## src/hdl/uhas_pkg.sv

```systemverilog
// Package for the USB host attach sequencer: item and result layouts,
// phase and action codes, and the configuration register set.
// No dependencies; every module of the block imports it.
package uhas_pkg;

    localparam int TIMER_WIDTH = 24;
    localparam int CFG_WIDTH   = 24;
    localparam int CMP_WIDTH   = (TIMER_WIDTH > CFG_WIDTH) ? TIMER_WIDTH : CFG_WIDTH;
    localparam int CFG_IDX_WIDTH = 3;
    localparam int S_DATA_WIDTH  = 16;
    localparam int M_DATA_WIDTH  = 8;

    localparam logic [TIMER_WIDTH-1:0] TIMER_MAX = '1;

    localparam logic [7:0] VBUS_MASK   = 8'hC0;
    localparam logic [7:0] VBUS_VALID  = 8'hC0;
    localparam logic [7:0] VBUS_AVALID = 8'h80;
    localparam logic [7:0] FS_DEVICE   = 8'h10;

    localparam logic [CFG_IDX_WIDTH-1:0] REG_RAMP_TIMEOUT   = 3'd0;
    localparam logic [CFG_IDX_WIDTH-1:0] REG_AVALID_WARN    = 3'd1;
    localparam logic [CFG_IDX_WIDTH-1:0] REG_DETECT_TIMEOUT = 3'd2;
    localparam logic [CFG_IDX_WIDTH-1:0] REG_RESET_HOLD     = 3'd3;
    localparam logic [CFG_IDX_WIDTH-1:0] REG_RECOVERY       = 3'd4;
    localparam logic [CFG_IDX_WIDTH-1:0] REG_ERROR_RETRY    = 3'd5;

    localparam logic [CFG_WIDTH-1:0] RST_RAMP_TIMEOUT   = 24'd500000;
    localparam logic [CFG_WIDTH-1:0] RST_AVALID_WARN    = 24'd100000;
    localparam logic [CFG_WIDTH-1:0] RST_DETECT_TIMEOUT = 24'd1000000;
    localparam logic [CFG_WIDTH-1:0] RST_RESET_HOLD     = 24'd50000;
    localparam logic [CFG_WIDTH-1:0] RST_RECOVERY       = 24'd60000;
    localparam logic [CFG_WIDTH-1:0] RST_ERROR_RETRY    = 24'd2000000;

    localparam logic [2:0] ACT_NONE      = 3'd0;
    localparam logic [2:0] ACT_POWER_ON  = 3'd1;
    localparam logic [2:0] ACT_RESET_ON  = 3'd2;
    localparam logic [2:0] ACT_RESET_OFF = 3'd3;
    localparam logic [2:0] ACT_CONFIG    = 3'd4;
    localparam logic [2:0] ACT_POWER_OFF = 3'd5;

    localparam logic [2:0] CODE_IDLE       = 3'd0;
    localparam logic [2:0] CODE_RAMP       = 3'd1;
    localparam logic [2:0] CODE_DETECT     = 3'd2;
    localparam logic [2:0] CODE_RESET_WAIT = 3'd3;
    localparam logic [2:0] CODE_READY      = 3'd4;
    localparam logic [2:0] CODE_ERROR      = 3'd5;

    typedef enum logic [5:0] {
        PH_IDLE       = 6'b000001,
        PH_RAMP       = 6'b000010,
        PH_DETECT     = 6'b000100,
        PH_RESET_WAIT = 6'b001000,
        PH_READY      = 6'b010000,
        PH_ERROR      = 6'b100000
    } phase_t;

    typedef struct packed {
        logic       disconnect_event;
        logic       connect_event;
        logic [7:0] device_control;
    } item_t;

    typedef struct packed {
        logic       avalid_warning;
        logic       link_active;
        logic [2:0] fsm_state;
        logic [2:0] action;
    } result_t;

    typedef struct packed {
        logic [CFG_WIDTH-1:0] ramp_timeout;
        logic [CFG_WIDTH-1:0] avalid_warn_ticks;
        logic [CFG_WIDTH-1:0] detect_timeout;
        logic [CFG_WIDTH-1:0] reset_hold_ticks;
        logic [CFG_WIDTH-1:0] recovery_ticks;
        logic [CFG_WIDTH-1:0] error_retry_ticks;
    } cfg_t;

    function automatic logic [2:0] phase_code(phase_t ph);
        logic [2:0] code;
        unique case (ph)
            PH_IDLE:       code = CODE_IDLE;
            PH_RAMP:       code = CODE_RAMP;
            PH_DETECT:     code = CODE_DETECT;
            PH_RESET_WAIT: code = CODE_RESET_WAIT;
            PH_READY:      code = CODE_READY;
            PH_ERROR:      code = CODE_ERROR;
            default:       code = CODE_IDLE;
        endcase
        return code;
    endfunction

endpackage

```

## src/hdl/uhas_cfg_regs.sv

```systemverilog
// Configuration register file of the USB host attach sequencer.
// Takes one register write per request; depends on uhas_pkg.
module uhas_cfg_regs (
    input  logic                             aclk,
    input  logic                             aresetn,
    input  logic                             cfg_valid,
    output logic                             cfg_ready,
    input  logic [uhas_pkg::CFG_IDX_WIDTH-1:0] cfg_index,
    input  logic [uhas_pkg::CFG_WIDTH-1:0]   cfg_data,
    output uhas_pkg::cfg_t                   cfg
);
    import uhas_pkg::*;

    cfg_t cfg_reg;

    assign cfg_ready = 1'b1;
    assign cfg       = cfg_reg;

    always_ff @(posedge aclk) begin
        if (!aresetn) begin
            cfg_reg.ramp_timeout      <= RST_RAMP_TIMEOUT;
            cfg_reg.avalid_warn_ticks <= RST_AVALID_WARN;
            cfg_reg.detect_timeout    <= RST_DETECT_TIMEOUT;
            cfg_reg.reset_hold_ticks  <= RST_RESET_HOLD;
            cfg_reg.recovery_ticks    <= RST_RECOVERY;
            cfg_reg.error_retry_ticks <= RST_ERROR_RETRY;
        end else if (cfg_valid) begin
            unique case (cfg_index)
                REG_RAMP_TIMEOUT:   cfg_reg.ramp_timeout      <= cfg_data;
                REG_AVALID_WARN:    cfg_reg.avalid_warn_ticks <= cfg_data;
                REG_DETECT_TIMEOUT: cfg_reg.detect_timeout    <= cfg_data;
                REG_RESET_HOLD:     cfg_reg.reset_hold_ticks  <= cfg_data;
                REG_RECOVERY:       cfg_reg.recovery_ticks    <= cfg_data;
                REG_ERROR_RETRY:    cfg_reg.error_retry_ticks <= cfg_data;
                default: ;
            endcase
        end
    end

endmodule

```

## src/hdl/uhas_step.sv

```systemverilog
// Next-state and result logic for one poll tick of the attach sequencer.
// Purely combinational; depends on uhas_pkg.
module uhas_step (
    input  uhas_pkg::item_t                     item,
    input  uhas_pkg::phase_t                    phase,
    input  logic [uhas_pkg::TIMER_WIDTH-1:0]    tick,
    input  logic                                active,
    input  uhas_pkg::cfg_t                      cfg,
    output uhas_pkg::phase_t                    phase_next,
    output logic [uhas_pkg::TIMER_WIDTH-1:0]    tick_next,
    output logic                                active_next,
    output uhas_pkg::result_t                   res
);
    import uhas_pkg::*;

    logic                   vbus_valid;
    logic                   vbus_avalid;
    logic                   fsdev;
    logic [TIMER_WIDTH-1:0] tick_inc;
    logic [CMP_WIDTH-1:0]   cnt_x;
    logic [2:0]             action;
    logic                   warn;

    assign vbus_valid  = (item.device_control & VBUS_MASK) == VBUS_VALID;
    assign vbus_avalid = (item.device_control & VBUS_MASK) == VBUS_AVALID;
    assign fsdev       = (item.device_control & FS_DEVICE) != 8'h00;
    assign tick_inc    = (tick == TIMER_MAX) ? tick : tick + 1'b1;
    assign cnt_x       = CMP_WIDTH'(tick_inc);

    always_comb begin
        phase_next  = phase;
        tick_next   = tick;
        active_next = active;
        action      = ACT_NONE;
        warn        = 1'b0;
        if (item.disconnect_event && (phase == PH_READY || phase == PH_ERROR)) begin
            active_next = 1'b0;
            phase_next  = PH_IDLE;
            tick_next   = '0;
            action      = ACT_POWER_OFF;
        end else begin
            unique case (phase)
                PH_IDLE: begin
                    action     = ACT_POWER_ON;
                    phase_next = PH_RAMP;
                    tick_next  = '0;
                end
                PH_RAMP: begin
                    if (vbus_valid) begin
                        phase_next = PH_DETECT;
                        tick_next  = '0;
                    end else if (vbus_avalid && fsdev) begin
                        tick_next = tick_inc;
                        warn      = cnt_x > CMP_WIDTH'(cfg.avalid_warn_ticks);
                    end else if (cnt_x > CMP_WIDTH'(cfg.ramp_timeout)) begin
                        phase_next = PH_ERROR;
                        tick_next  = '0;
                    end else begin
                        tick_next = tick_inc;
                    end
                end
                PH_DETECT: begin
                    if (fsdev || item.connect_event) begin
                        action     = ACT_RESET_ON;
                        tick_next  = '0;
                        phase_next = PH_RESET_WAIT;
                    end else if (cnt_x > CMP_WIDTH'(cfg.detect_timeout)) begin
                        tick_next  = '0;
                        phase_next = PH_RAMP;
                    end else begin
                        tick_next = tick_inc;
                    end
                end
                PH_RESET_WAIT: begin
                    tick_next = tick_inc;
                    if (cnt_x == CMP_WIDTH'(cfg.reset_hold_ticks)) begin
                        action = ACT_RESET_OFF;
                    end else if (cnt_x >= CMP_WIDTH'(cfg.recovery_ticks)) begin
                        action      = ACT_CONFIG;
                        active_next = 1'b1;
                        phase_next  = PH_READY;
                        tick_next   = '0;
                    end
                end
                PH_READY: begin
                end
                PH_ERROR: begin
                    if (cnt_x > CMP_WIDTH'(cfg.error_retry_ticks)) begin
                        active_next = 1'b0;
                        phase_next  = PH_IDLE;
                        tick_next   = '0;
                    end else begin
                        tick_next = tick_inc;
                    end
                end
                default: begin
                    phase_next = PH_IDLE;
                    tick_next  = '0;
                end
            endcase
        end
    end

    assign res.action         = action;
    assign res.fsm_state      = phase_code(phase_next);
    assign res.link_active    = active_next;
    assign res.avalid_warning = warn;

endmodule

```

## src/hdl/usb_host_attach_sequencer.sv

```systemverilog
// USB host attach sequencer: top level with input register, sequencer
// state and result register. Depends on uhas_pkg, uhas_cfg_regs, uhas_step.
//
// Each request on the s_ channel is one poll tick. It is held in an input
// register, then combinational logic advances the attach sequence (idle,
// VBUS ramp, device detect, bus reset wait, ready, error) and writes one
// result into the output register presented on the m_ channel.
// A request passes from the input register to the output register and
// m_tvalid; one request is taken every cycle while the receiver does not stall.
// The cfg_ channel writes the six timing limits; cfg_ready is always high
// and writes are meant to happen only while the block is idle.
// A synchronous low on aresetn empties both registers, returns the
// sequence to idle with a cleared timer and link flag, and restores the
// default limits.
// When m_tready is low the result is held; the input register still takes
// one more request, after which s_tready falls until the result is taken.
module usb_host_attach_sequencer (
    input  logic                                aclk,
    input  logic                                aresetn,
    input  logic                                s_tvalid,
    output logic                                s_tready,
    // device_control[7:0], connect_event[8], disconnect_event[9], zeros
    input  logic [uhas_pkg::S_DATA_WIDTH-1:0]   s_tdata,
    output logic                                m_tvalid,
    input  logic                                m_tready,
    // action[2:0], fsm_state[5:3], link_active[6], avalid_warning[7]
    output logic [uhas_pkg::M_DATA_WIDTH-1:0]   m_tdata,
    input  logic                                cfg_valid,
    output logic                                cfg_ready,
    input  logic [uhas_pkg::CFG_IDX_WIDTH-1:0]  cfg_index,
    input  logic [uhas_pkg::CFG_WIDTH-1:0]      cfg_data
);
    import uhas_pkg::*;

    cfg_t                   cfg;
    logic                   in_valid_reg;
    item_t                  in_item_reg;
    logic                   out_valid_reg;
    result_t                out_res_reg;
    phase_t                 phase_reg;
    phase_t                 phase_next;
    logic [TIMER_WIDTH-1:0] tick_reg;
    logic [TIMER_WIDTH-1:0] tick_next;
    logic                   active_reg;
    logic                   active_next;
    result_t                res;
    logic                   advance;

    uhas_cfg_regs u_cfg (
        .aclk      (aclk),
        .aresetn   (aresetn),
        .cfg_valid (cfg_valid),
        .cfg_ready (cfg_ready),
        .cfg_index (cfg_index),
        .cfg_data  (cfg_data),
        .cfg       (cfg)
    );

    uhas_step u_step (
        .item        (in_item_reg),
        .phase       (phase_reg),
        .tick        (tick_reg),
        .active      (active_reg),
        .cfg         (cfg),
        .phase_next  (phase_next),
        .tick_next   (tick_next),
        .active_next (active_next),
        .res         (res)
    );

    assign advance  = in_valid_reg && (!out_valid_reg || m_tready);
    assign s_tready = !in_valid_reg || advance;
    assign m_tvalid = out_valid_reg;
    assign m_tdata  = out_res_reg;

    always_ff @(posedge aclk) begin
        if (!aresetn) begin
            in_valid_reg <= 1'b0;
        end else if (s_tready) begin
            in_valid_reg <= s_tvalid;
        end
    end

    always_ff @(posedge aclk) begin
        if (s_tready && s_tvalid) begin
            in_item_reg <= item_t'(s_tdata[$bits(item_t)-1:0]);
        end
    end

    always_ff @(posedge aclk) begin
        if (!aresetn) begin
            out_valid_reg <= 1'b0;
            phase_reg     <= PH_IDLE;
            tick_reg      <= '0;
            active_reg    <= 1'b0;
        end else begin
            if (advance) begin
                out_valid_reg <= 1'b1;
                phase_reg     <= phase_next;
                tick_reg      <= tick_next;
                active_reg    <= active_next;
            end else if (m_tready) begin
                out_valid_reg <= 1'b0;
            end
        end
    end

    always_ff @(posedge aclk) begin
        if (advance) begin
            out_res_reg <= res;
        end
    end

endmodule

```

## config.mk

```make
export PLATFORM = sky130hd
export DESIGN_NAME = usb_host_attach_sequencer
export DESIGN_NICKNAME = d
export VERILOG_FILES = /design/src/hdl/uhas_pkg.sv /design/src/hdl/uhas_cfg_regs.sv /design/src/hdl/uhas_step.sv /design/src/hdl/usb_host_attach_sequencer.sv
export SDC_FILE = /design/constraint.sdc
export NUM_CORES = 1
export LEC_CHECK = 0
export ABC_AREA = 1
export BUFFER_PORTS_ARGS = -buffer_cell sky130_fd_sc_hd__buf_4
export CAP_MARGIN = 30
export CORE_ASPECT_RATIO = 1.5
export CORE_MARGIN = 1
export CORE_UTILIZATION = 31
export CTS_CLUSTER_DIAMETER = 150
export DETAILED_ROUTE_END_ITERATION = 8
export GPL_TIMING_DRIVEN = 0
export HOLD_SLACK_MARGIN = 0.1
export PLACE_DENSITY = 0.57
export SYNTH_ARGS = -nofsm -noshare
export SYNTH_HDL_FRONTEND = slang
export SYNTH_SLANG_ARGS = --single-unit
```

## constraint.sdc

```tcl
create_clock -name aclk -period 3.45 [get_ports aclk]
set_input_delay 0.5175 -clock aclk [delete_from_list [all_inputs] [get_ports aclk]]
set_output_delay 0.5175 -clock aclk [all_outputs]
set_load 0.005 [all_outputs]
```

==> metrics.yaml, run 1 <==
status: "finished with violations"
violations: "setup timing"
ioPinCount: 59
worst_pin_slew_ps: 980
largest_reg_flops: 144
rr_worst_depth: 26
cts_sinks: 190
syn-num-nets: 1710
hp-class: "primary input to flip-flop"
cp.required_ps: 3760
crit_path_end_kind: "flip-flop"
path_clk_slew_ps: 70
syn_inst: 1546
yosys.area.top_type: "dfxtp_1"
grt_pass1_vias: 10300
nNetsFinal: 1820
htreeDepth: 4
area_growth_pct: 24.2
yosysWarnings: 0
synth_compound_area_share_pct: 20.3
die_h_um: 235
die_x_um: 157
die-area_um2: 36800
synth_cell_types: 45
yosys-top-cells-area: "dfxtp_1 (32%), ha_1 (13%), nand2_1 (11%), a21oi_1 (8.4%), inv_1 (7.2%)"
vdd_drop_max_v: 0.000381
endpoint: "tick_reg[9]"
drt-pass1-iter-count: 5
core-area_um2: 35300
wl_per_cell_um: 17.6
grt_max_degree: 18
utilization_pct: 39.3
rsz0062_at_grt: "true"
drc: 0
r2r_start: "tick_reg[1]"
yosysSeqAreaShare_pct: 35.2
gp_congestion: 0.907
synth.avg_cell_area_um2: 7.23
cts_tree: "yes"
grt_usage_pct: 21.0
initial_core_util_pct: 31.6
relSlewSlack_pct: 34.2
finalClockSkew_ps: 9.25
ant_nets: 0
critical_path_class: "flip-flop to flip-flop"
first_iter_violations: 630
cts_made_buffers: 17
fillers: 3735
place_ws_ps: -1560
antenna_cells: 0
drive_above_1_share_pct: 18.5
io_buffers: 45
multi_input_area_um2: 6820
vias_per_cell: 5.00
r2r_slack_ps: -270
clk_latency_ps: 460
synth-adder-area-share_pct: 13.0
drv_cap: 0
seq_area_um2: 3980
synthMuxAreaShare_pct: 0
yosys.area_share.xor_xnor_pct: 0.470
post-route-period-util_pct: 108
clockRootBuffer: "clkbuf_16"
antenna_found_initial: 0
grt-ovfl-total: 0
yosys_most_used_dff: "dfxtp_1"
yosys.area.top_type_share_pct: 31.7
fin_ws_ps: -273
totalWireLength_mm: 37.6
rows: 84
crit_fanout: 7
max_freq_ghz: 0.269
synth_edf_count: 13
async_reset_ff_share_pct: 0
min_period_ps: 3720
netlist_area_um2: 11200
start_kind: "flip-flop"
final_hold_viol_count: 0
setup_viol: 30
synth_top_family_by_area: "simple AND/OR/NAND/NOR gates"
synth-seq-cells: 190
finalSetupTns_ps: -5040
post-dp-hpwl_mm: 28.4
regToRegEndpoint: "tick_reg[9]"
power_leakage_nw: 5.90
power-per-cell-area_nw_per_um2: 348
vias: 10700
cts_buffer_depth: 2
arrival_ps: 4040
instances_no_fill: 2142
setup.worst_path.start: "tick_reg[1]"
place_inst: 2064
grt_pass1_wl_mm: 57.1
synth-simple-area-share_pct: 21.5
finalMaxSlewViolations: 0
==> power breakdown <==
group | switching (W) | total, W | internal, W
clock | 0.000960 | 0.00204 | 0.00108
combinational | 0.000315 | 0.000479 | 0.000164
sequential | 0.0000256 | 0.00231 | 0.00229
total | 0.00130 | 0.00483 | 0.00353
==> critical path: stages, from the launching register on <==
cell and delay [ps]:
dfxtp_4 380, ha_4 180, nand3_4 130, clkinv_4 90, nand2_8 80, nor2_8 50
nand2_8 90, buf_12 170, nand2_8 110, ha_4 300, nand2_4 60, nor4_4 270
buf_4 190, nand4_1 180, o21ai_1 180, nor2_1 60, nand2_1 130, nand2_1 70
nand2_1 100, nand2_1 80, inv_2 70, nand3_4 80, buf_12 150, buf_12 120
buf_12 130, nand2_2 60, a21oi_2 50
==> cell usage after synthesis, types with 2 or more instances <==
master / n
nand2_1: 317
o21a_1: 4
nand4_1: 21
nand3_1: 60
nand2_2: 27
nand3b_1: 10
a21oi_1: 187
a21o_1: 3
nand2_4: 2
ha_1: 116
nor4_1: 4
inv_2: 2
o221ai_1: 2
o21ai_0: 133
o21bai_1: 4
nor2_1: 96
dfxtp_1: 177
xor2_1: 3
inv_1: 214
clkbuf_1: 48
a21oi_2: 20
buf_2: 4
xnor2_1: 3
edfxtp_1: 13
buf_6: 2
a31oi_1: 3
o211ai_1: 45
nor3_1: 9
==> layout make-up <==
cell class	count	area share, %
timing repair buffer	92	5.71
multi-input combinational	1081	49.2
sequential	190	28.7
inverter	218	5.93
clock buffer	17	3.07
clock inverter	15	1.15
buffer	56	2.01
tap	473	4.27
==> layout by cell type (no fill, tap or decap), types with 4 or more instances in the layout <==
cell type	netlist	final
nand2_1	317	270
nand3_2	1	5
inv_1	214	211
o21ai_0	133	125
nor2_2	1	10
nand2_8	0	7
clkinvlp_4	0	4
nand2_4	2	17
inv_2	2	5
a21oi_1	187	183
dfxtp_2	0	12
nand4_1	21	21
ha_1	116	104
dfxtp_1	177	157
a21oi_2	20	24
nor2_4	1	16
nor3_1	9	8
inv_6	0	4
nand3b_1	10	10
clkbuf_1	48	48
buf_4	1	82
o211ai_1	45	45
clkbuf_16	0	17
edfxtp_1	13	13
buf_6	2	7
nand2_2	27	52
nand3_1	60	55
o21bai_1	4	4
o21ai_1	1	8
nor2_1	96	72
buf_12	0	8
dfxtp_4	0	8
o21a_1	4	4
ha_4	0	12
==> per-layer routing <==
metal	track usage, %	vias to the layer above	share of wire (%)
li1	-	5361	-
met1	21.5	5015	38
met2	38.7	246	52
met3	2.58	95	3.0
met4	15.9	0	7.1
met5	0	-	0
==> worst min-delay path by stage <==
| stage | start | end | slack (ps) | cells past startpoint |
|---|---|---|---|---|
| 5_1_grt | s_tdata[8] | in_item_reg[8] | 210 | 1 |
| 3_5_place_dp | u_cfg.cfg[32] | u_cfg.cfg[32] | 450 | 2 |
| 6_report | s_tdata[4] | in_item_reg[4] | 230 | 1 |
| 2_1_floorplan | u_cfg.cfg[100] | u_cfg.cfg[100] | 440 | 2 |
| 3_3_place_gp | u_cfg.cfg[142] | u_cfg.cfg[142] | 450 | 2 |
| 4_1_cts | s_tdata[8] | in_item_reg[8] | 220 | 1 |
==> kinds of logic after synthesis <==
| logic type | after synthesis |
|---|---|
| compound gates | 405 |
| xor+xnor | 6 |
| fa+ha+maj | 116 |
| buf+inv | 275 |
| flops | 190 |
| other cells | 1 |
| simple gates | 553 |
==> what timing repair did <==
action / 4_1_cts / 5_1_grt
pin swaps: 37 / 37
buffers inserted: 33 / 14
gates resized for setup: 146 / 57
gates cloned: 2 / 0
endpoints found under the setup margin: 37 / 36
hold buffers: 0 / 0
==> metrics by stage <==
stage / power [W] / hold WS, ps / cell area, um^2
global route: 0.00501 / 214 / 13900
floorplan: 0.00262 / 435 / 11200
global placement: 0.00280 / 447 / 12100
CTS: 0.00486 / 218 / 13600
detailed placement: 0.00281 / 453 / 12100
finish: 0.00483 / 230 / 13900
No activity file was read; power rests on OpenSTA's default activity.
==> run 2: changes to the inputs <==
--- a/config.mk
+++ b/config.mk
@@ -10,12 +10,12 @@
 export CAP_MARGIN = 30
 export CORE_ASPECT_RATIO = 1.5
 export CORE_MARGIN = 1
-export CORE_UTILIZATION = 31
+export CORE_UTILIZATION = 30
 export CTS_CLUSTER_DIAMETER = 150
 export DETAILED_ROUTE_END_ITERATION = 8
 export GPL_TIMING_DRIVEN = 0
 export HOLD_SLACK_MARGIN = 0.1
-export PLACE_DENSITY = 0.57
+export PLACE_DENSITY = 0.56
 export SYNTH_ARGS = -nofsm -noshare
 export SYNTH_HDL_FRONTEND = slang
 export SYNTH_SLANG_ARGS = --single-unit
==> run 2 against run 1 <==
The flow still finishes with violations (setup timing). Sequential power barely moved. Final cell count rose by 0.61%. Clock power rose by 3%. Global-route usage fell by 0.91 points. Clock skew rose by 1.8 ps. Via count rose by 0.68%. Die area rose by 3.3%. Non-clock buffer count rose by 2. Maximum frequency rose by 3.0%. Register-to-register slack improved by 110 ps. Critical path type unchanged. Critical endpoint is now tick_reg[17].
==> metrics.yaml, run 2 (synthesis gave the netlist of run 1 again) <==
finalClockSkew_ps: 11.1
gp_congestion: 0.898
ioPinCount: 59
initial_core_util_pct: 30.5
worst_pin_slew_ps: 973
final_area_um2: 13900
power-per-cell-area_nw_per_um2: 353
critPathSlowestCell: "dfxtp_4"
io_buffers: 45
vias_per_cell: 5.01
status: "finished with violations"
grt_pass1_wl_mm: 57.7
crit_family: "simple AND/OR/NAND/NOR gates"
power_w: 0.00489
nNetsFinal: 1822
die-area_um2: 38000
clk_latency_ps: 460
cts_sinks: 190
start_kind: "flip-flop"
crit_fanout: 7
ant_nets: 0
cp_num_buf_inv: 5
clockRootBuffer: "clkbuf_16"
die_x_um: 160
seqPwrFrac_pct: 47.3
cp.required_ps: 3760
finalMaxSlewViolations: 0
drv_cap: 0
post-dp-hpwl_mm: 28.5
grt_max_degree: 18
p_clk_share_pct: 43.2
min_period_ps: 3610
core-area_um2: 36700
setup_viol: 28
violations: "setup timing"
vias: 10800
final_hold_viol_count: 0
ctsHoldBuffers: 0
drc: 0
path_clk_slew_ps: 70
fin_ws_ps: -164
drt-pass1-iter-count: 6
max_freq_ghz: 0.277
die_h_um: 238
instances_no_fill: 2155
cp_slowest_stage_delay_ps: 370
routed-wl-met2_mm: 19.4
p_switching_w: 0.00130
fillers: 3781
place_ws_ps: -1670
placed_area_um2: 12100
first_iter_violations: 549
post-route-period-util_pct: 105
cts_tree: "yes"
critical_path_class: "flip-flop to flip-flop"
final_common_cell: "nand2_1"
rows: 86
relSlewSlack_pct: 34.6
combPwrFrac_pct: 9.6
path_cells: "ha_4 -> nand3_4 -> clkinv_4 -> nand2_8 -> nor2_8 -> nand2_8 -> buf_12 -> nand2_8 -> buf_4 -> ha_1 -> nand3_1 -> nor2_4 -> nand4_1 -> nor2_1 -> o21ai_0 -> nand2_1 -> nand2_1 -> nand2_1 -> nand3_4 -> buf_12 -> buf_12 -> nand2_2 -> a21oi_2"
largest_reg_flops: 144
cts_made_buffers: 17
p_sw_share_pct: 26.5
wl_met3_mm: 1.14
antenna_found_initial: 0
totalWireLength_mm: 37.6
area_growth_pct: 24.1
vdd_drop_max_v: 0.000396
p_int_w: 0.00359
wl_met1_mm: 14.2
power_leakage_nw: 5.89
grt-ovfl-total: 0
drive_above_1_share_pct: 18.1
antenna_cells: 0
wl_per_cell_um: 17.4
htreeDepth: 4
hp-class: "primary input to flip-flop"
rsz0062_at_grt: "true"
grt_usage_pct: 20.1
crit_path_end_kind: "flip-flop"
cts_buffer_depth: 2
place_inst: 2075
arrival_ps: 3920
mostFrequentLayoutCells: "nand2_1 (275), inv_1 (211), a21oi_1 (185), dfxtp_1 (157), o21ai_0 (127)"
maxUsedRoutingLayer: "met4"
grt_pass1_vias: 10500
==> run 2: changes by cell type in the layout (fill, tap and decap cells not counted), sizes merged <==
| cell | delta |
|---|---|
| buf | +2 |
| clkinv | +1 |
| clkinvlp | -3 |
| bufinv | +1 |
| inv | +1 |
==> run 2: worst paths after layout <==
kind,from,endpoint,slack [ps],cells after the start
hold reg to reg,u_cfg.cfg[6],u_cfg.cfg[6],460,2
hold / removal,s_tdata[9],in_item_reg[9],230,1
setup / recovery,tick_reg[1],tick_reg[17],-160,23
setup reg to reg,tick_reg[1],tick_reg[17],-160,23
==> run 2: area by class of cell <==
| cell class | count | area [um^2] | share of cell area (%) |
|---|---|---|---|
| Multi-Input combinational cell | 1081 | 6790 | 49.0 |
| Sequential cell | 190 | 3980 | 28.7 |
| Inverter | 218 | 823 | 5.94 |
| Timing Repair Buffer | 93 | 754 | 5.44 |
| Tap cell | 484 | 606 | 4.37 |
| Clock buffer | 17 | 425 | 3.07 |
| Buffer | 57 | 298 | 2.15 |
| Clock inverter | 15 | 181 | 1.31 |
==> run 2: per-layer routing <==
layer	vias up	global-route usage (%)
li1	5363	-
met1	5038	20.6
met2	272	37.2
met3	117	2.28
met4	0	15.4
met5	-	0
==> run 2: metrics by stage <==
step / util (%) / hold slack (ps) / setup TNS [ps]
after global placement: 33.0 / 446 / -51450
after global routing: 37.8 / 217 / -8710
after floorplan: - / 435 / 0
final: 37.8 / 231 / -3490
after CTS: 37.0 / 215 / -3990
after detailed placement: 33.0 / 453 / -53030
==> run 2: power by group through the flow <==
| stage | Combinational (W) | Sequential [W] | Clock, W |
|---|---|---|---|
| floorplan | 0.000256 | 0.00236 | 0 |
| global placement | 0.000429 | 0.00237 | 0 |
| detailed placement | 0.000436 | 0.00237 | 0 |
| CTS | 0.000460 | 0.00231 | 0.00215 |
| global route | 0.000519 | 0.00232 | 0.00223 |
| finish | 0.000467 | 0.00231 | 0.00211 |
==> run 2: timing repair <==
item | in CTS | in global routing
setup endpoints to repair | 37 | 34
gates cloned | 2 | 0
pin swaps | 39 | 42
resized for setup | 144 | 44
buffers inserted | 35 | 14
==> run 2: worst register-to-register path, delay by kind of cell, from the launching register on <==
family	cells	cell delay [ps]
compound gates	2	150
simple gates	14	1760
buf+inv	5	740
flops	1	370
fa+ha+maj	2	470
